===== src/rtl/sat_pkg.sv =====
// shared types and constants for the segmented address translator
// no dependencies; used by the interfaces, sat_xlate and the top level
package sat_pkg;

  // backing store and address geometry
  localparam int MemBytes  = 1024;
  localparam int MemAddrW  = $clog2(MemBytes);
  localparam int VaddrBits = 8;
  localparam int SegBits   = 2;
  localparam int OffBits   = VaddrBits - SegBits;
  localparam int SegSpan   = 1 << OffBits;

  // fixed field widths
  localparam int CmdW   = 1;
  localparam int VaW    = 8;
  localparam int ByteW  = 8;
  localparam int BaseW  = 10;
  localparam int SizeW  = 7;
  localparam int PermW  = 9;
  localparam int PhysW  = 11;
  localparam int StatW  = 3;
  localparam int CfgIdxW  = 3;
  localparam int CfgDataW = 10;

  localparam logic [PermW-1:0] SegPermsReset = 9'd219;

  // segment select codes
  localparam logic [SegBits-1:0] SegCode  = 2'd0;
  localparam logic [SegBits-1:0] SegHeap  = 2'd1;
  localparam logic [SegBits-1:0] SegStack = 2'd2;
  // no segment behind this select value
  localparam logic [SegBits-1:0] SegBad   = 2'd3;

  // command codes
  localparam logic CmdRead  = 1'b0;
  localparam logic CmdWrite = 1'b1;

  typedef enum logic [StatW-1:0] {
    StOk     = 3'd0,
    StBadSeg = 3'd1,
    StProt   = 3'd2,
    StSize   = 3'd3,
    StStack  = 3'd4,
    StPhys   = 3'd5
  } status_t;

  typedef enum logic [CfgIdxW-1:0] {
    CfgCodeBase  = 3'd0,
    CfgCodeSize  = 3'd1,
    CfgHeapBase  = 3'd2,
    CfgHeapSize  = 3'd3,
    CfgStackBase = 3'd4,
    CfgStackSize = 3'd5,
    CfgSegPerms  = 3'd6
  } cfg_idx_t;

  typedef struct packed {
    logic [BaseW-1:0] code_base;
    logic [SizeW-1:0] code_size;
    logic [BaseW-1:0] heap_base;
    logic [SizeW-1:0] heap_size;
    logic [BaseW-1:0] stack_base;
    logic [SizeW-1:0] stack_size;
    logic [PermW-1:0] seg_perms;
  } cfg_t;

  // translation outcome handed to the memory stage
  typedef struct packed {
    status_t          status;
    logic [PhysW-1:0] phys;
    logic             mem_hit;
  } xlate_t;

endpackage


===== src/rtl/sat_xlate.sv =====
// segment lookup, rights and size checks, physical address formation
// depends on sat_pkg
module sat_xlate import sat_pkg::*; (
  input  logic [CmdW-1:0] cmd,
  input  logic [VaW-1:0]  vaddr,
  input  cfg_t            cfg,
  output xlate_t          xl
);

  logic [SegBits-1:0] seg;
  logic [OffBits-1:0] off;
  logic [2:0]         rights;
  logic [BaseW-1:0]   base;
  logic [SizeW-1:0]   size;
  logic [OffBits-1:0] real_off;
  logic [PhysW-1:0]   phys_sum;
  logic               need_ok;

  // split the address into segment select and offset
  assign seg = vaddr[VaddrBits-1 -: SegBits];
  assign off = vaddr[OffBits-1:0];

  // per-segment registers
  always_comb begin
    case (seg)
      SegCode: begin
        rights = cfg.seg_perms[2:0];
        base   = cfg.code_base;
        size   = cfg.code_size;
      end
      SegHeap: begin
        rights = cfg.seg_perms[5:3];
        base   = cfg.heap_base;
        size   = cfg.heap_size;
      end
      SegStack: begin
        rights = cfg.seg_perms[8:6];
        base   = cfg.stack_base;
        size   = cfg.stack_size;
      end
      default: begin
        rights = '0;
        base   = '0;
        size   = '0;
      end
    endcase
  end

  assign need_ok  = (cmd == CmdWrite) ? rights[1] : rights[0];
  // stack grows down from the top of its span
  assign real_off = (seg == SegStack) ? OffBits'(SegSpan - 1) - off : off;
  assign phys_sum = PhysW'(base) + PhysW'(real_off);

  // checks in priority order
  always_comb begin
    xl.status  = StOk;
    xl.phys    = '0;
    xl.mem_hit = 1'b0;
    if (seg == SegBad) begin
      xl.status = StBadSeg;
    end else if (!need_ok) begin
      xl.status = StProt;
    end else if (SizeW'(off) >= size) begin
      xl.status = (seg == SegStack) ? StStack : StSize;
    end else begin
      xl.phys = phys_sum;
      if (phys_sum >= PhysW'(MemBytes)) begin
        xl.status = StPhys;
      end else begin
        xl.mem_hit = 1'b1;
      end
    end
  end

endmodule


===== config.mk =====
export PLATFORM = sky130hd
export DESIGN_NAME = sat_xlate
export DESIGN_NICKNAME = d
export VERILOG_FILES = /design/src/rtl/sat_pkg.sv /design/src/rtl/sat_xlate.sv
export SDC_FILE = /design/constraint.sdc
export NUM_CORES = 1
export LEC_CHECK = 0
export ABC_AREA = 1
export ABC_CLOCK_PERIOD_IN_PS = 5200
export BUFFER_PORTS_ARGS = -buffer_cell sky130_fd_sc_hd__clkbuf_2
export CAP_MARGIN = 20
export CORE_UTILIZATION = 46
export DETAILED_ROUTE_END_ITERATION = 6
export GPL_TIMING_DRIVEN = 0
export PLACE_DENSITY_LB_ADDON = 0.08
export SYNTH_ARGS = -nofsm -noshare
export SYNTH_HDL_FRONTEND = slang
export SYNTH_SLANG_ARGS = --single-unit

===== constraint.sdc =====
create_clock -name vclk -period 5.2
set_input_delay 0 -clock vclk [all_inputs]
set_output_delay 0 -clock vclk [all_outputs]
set_load 0.03 [all_outputs]

==> flow_metrics.tcl <==
set metrics [dict create \
    min_period_over_period_pct 52.5 \
    grt_setup_unrepaired "false" \
    slew_headroom_pct 70.5 \
    nFlopsAndLatches 0 \
    worstPathArrival_ns 2.73 \
    place.gp.congestion 0.840 \
    post_synth_num_cell_types 24 \
    initial_utilization_pct 48.9 \
    placed_cell_area_sq_um 1520 \
    first_pass_grt_wire_length_mm 4.93 \
    track_usage_pct 23.8 \
    crit_type "input pin to primary output" \
    setup_violations 0 \
    timing.critical_path.from "vaddr[7]" \
    crit_path_end_kind "primary output" \
    numPlacedInstances 310 \
    holdCritPathClass "input pin to primary output" \
    max_cap_violations 0 \
    path_max_fanout 10 \
    period_needed_ns 2.73 \
    core_area_sq_um 2210 \
    synth_nets 283 \
    cts_post_setup_buffers_inserted 0 \
    timing_worst_slew_pin_value_ns 0.442 \
    drt_iter0_drc 14 \
    die_area_sq_um 2550 \
    area.sequential_sq_um 0 \
    mappedNetlistArea_sq_um 1080 \
    routed-via-count 1450 \
    total_of_cells_resized_after_clock_tree_synthesis 0 \
    chipWidth_um 50.5 \
    wire_per_inst_um 8.99 \
    fillCellCount 236 \
    achievable-frequency_ghz 0.366 \
    grt_start_max_net_pins 11 \
    critical_path_cell_list "clkbuf_2 > nor2_2 > clkbuf_1 > nand2_1 > nand3_1 > ha_1 > inv_1 > fa_1 > inv_1 > nand2_1 > nand3_1 > nand3_4 > nor2_4 > nand3_1 > nand3_1 > clkbuf_2" \
    crit_required_ns 5.20 \
    longest_individual_stage_delay_on_the_worst_path_ns 0.40 \
    final.clkbuf_count 0 \
    peakVddDrop_mv 0.0872 \
    leakage_power_nw 0.972 \
    drc 0 \
    fp.dieH_um 50.5 \
    number_of_antenna_violations_at_the_first_check_in_global_routing 0 \
    n_antenna_cell 0 \
    io_pins 84 \
    timing.critical_path.from_type "input pin" \
    status "finished clean" \
    cts-hold-fix-buffers 0 \
    floorplan.rows 17 \
    grt_pass1_vias 1245 \
    finalCoreUtilization_pct 68.8 \
    total_negative_slack_for_setup_checks_ns 0 \
    synthToLayoutAreaGrowth_pct 40.7 \
    ys_seq_area_share_pct 0 \
    final_layout_size_suffix_gt1_share_pct 35.5 \
    syn_area_per_cell_sq_um 5.38 \
    pwr_density_cell_nw_per_um2 129 \
    detail_route.wirelength_mm 2.79 \
    antenna_left 0 \
    endpoint "xl[12]" \
    avgViaCountPerCell 4.68 \
    final_non_filler_cell_total 310 \
    final_common_cell "sky130_fd_sc_hd__clkbuf_2" \
    dr.pass1.iters 4 \
    cpMaxStageDelayCell "sky130_fd_sc_hd__clkbuf_1" \
    port_buffers 81 \
    final_area_sq_um 1520 \
    report.final.hold_viol_count 0 \
    maxSlewViolCount 0 \
    syn_inst 201 \
    hpwl_mm 2.50 \
    final_nets 366 \
    holdCritStartpoint "vaddr[6]" \
    global_route.overflow_total 0 \
    critPathMostFrequentCell "sky130_fd_sc_hd__nand3_1" \
    final_cell_mix "sky130_fd_sc_hd__clkbuf_2, sky130_fd_sc_hd__nand2_1, sky130_fd_sc_hd__inv_1" \
    synth-warning-count 0 \
]
## how the worst min path moves through the flow
stage | end | slack (ns) | cells past startpoint
2_1_floorplan | xl[13] | 0.23 | 3
3_3_place_gp | xl[12] | 0.49 | 4
3_5_place_dp | xl[12] | 0.49 | 4
4_1_cts | xl[12] | 0.49 | 4
5_1_grt | xl[12] | 0.54 | 4
6_report | xl[12] | 0.50 | 4
## final cells by class
type / instances / area [sq um] / area share (%)
Multi-Input combinational cell: 168 / 952 / 62.5
Timing Repair Buffer: 81 / 405 / 26.6
Inverter: 29 / 109 / 7.15
Tap cell: 28 / 35.0 / 2.30
Buffer: 4 / 21.3 / 1.40
## power breakdown
| part | switching [mW] | internal (mW) |
|---|---|---|
| Sequential | 0 | 0 |
| Clock | 0 | 0 |
| Combinational | 0.120 | 0.0753 |
| Total | 0.120 | 0.0753 |
## metrics by stage
step                      hold slack (ns)  setup slack (ns)  power, mW
final                               0.499              2.47      0.196
after global routing                0.541              2.24      0.220
after CTS                           0.488              2.50      0.196
after detailed placement            0.489              2.51      0.196
after global placement              0.486              2.48      0.194
after floorplan                     0.226              3.03      0.137
## synthesized netlist by cell type, types with 2 or more instances
master                    number  share of area [%]
sky130_fd_sc_hd__inv_2         3                1.0
sky130_fd_sc_hd__xor2_1        9                7.3
sky130_fd_sc_hd__a31oi_1       3                1.7
sky130_fd_sc_hd__buf_2         2               0.92
sky130_fd_sc_hd__nand3_2       2                1.8
sky130_fd_sc_hd__nand3_1      17                7.9
sky130_fd_sc_hd__nand2_1      78                 27
sky130_fd_sc_hd__a21oi_1      11                5.1
sky130_fd_sc_hd__ha_1         12                 14
sky130_fd_sc_hd__a21oi_2       2                1.6
sky130_fd_sc_hd__nor2_4        4                4.2
sky130_fd_sc_hd__nor2_2        2                1.2
sky130_fd_sc_hd__inv_1        26                9.0
sky130_fd_sc_hd__a22o_1        5                4.0
sky130_fd_sc_hd__nor2_1       16                5.5
## metal layers
layer	routed length (um)	GRT usage [%]	part of all wire, %	vias up
met1	1370	32.9	49	602
met5	0	0	0	-
met3	155	1.52	5.6	0
met2	1260	41.6	45	47
li1	-	-	-	801
met4	0	1.85	0	0
## cell families after synthesis
group | share of synthesized area [%]
and+or+nand+nor | 51.0
buffers and inverters | 12.0
AOI/OAI and AO/OA | 13.2
adders and majority gates | 15.7
xor gates and xnor gates | 8.09
## worst max-delay path, delay by kind of cell
kind | cells | cell delay [ns]
adder cells (fa/ha/maj) | 2 | 0.58
AND/OR/NAND/NOR | 9 | 1.23
buffers and inverters | 5 | 0.91
Power figures use the tool's default switching activity.
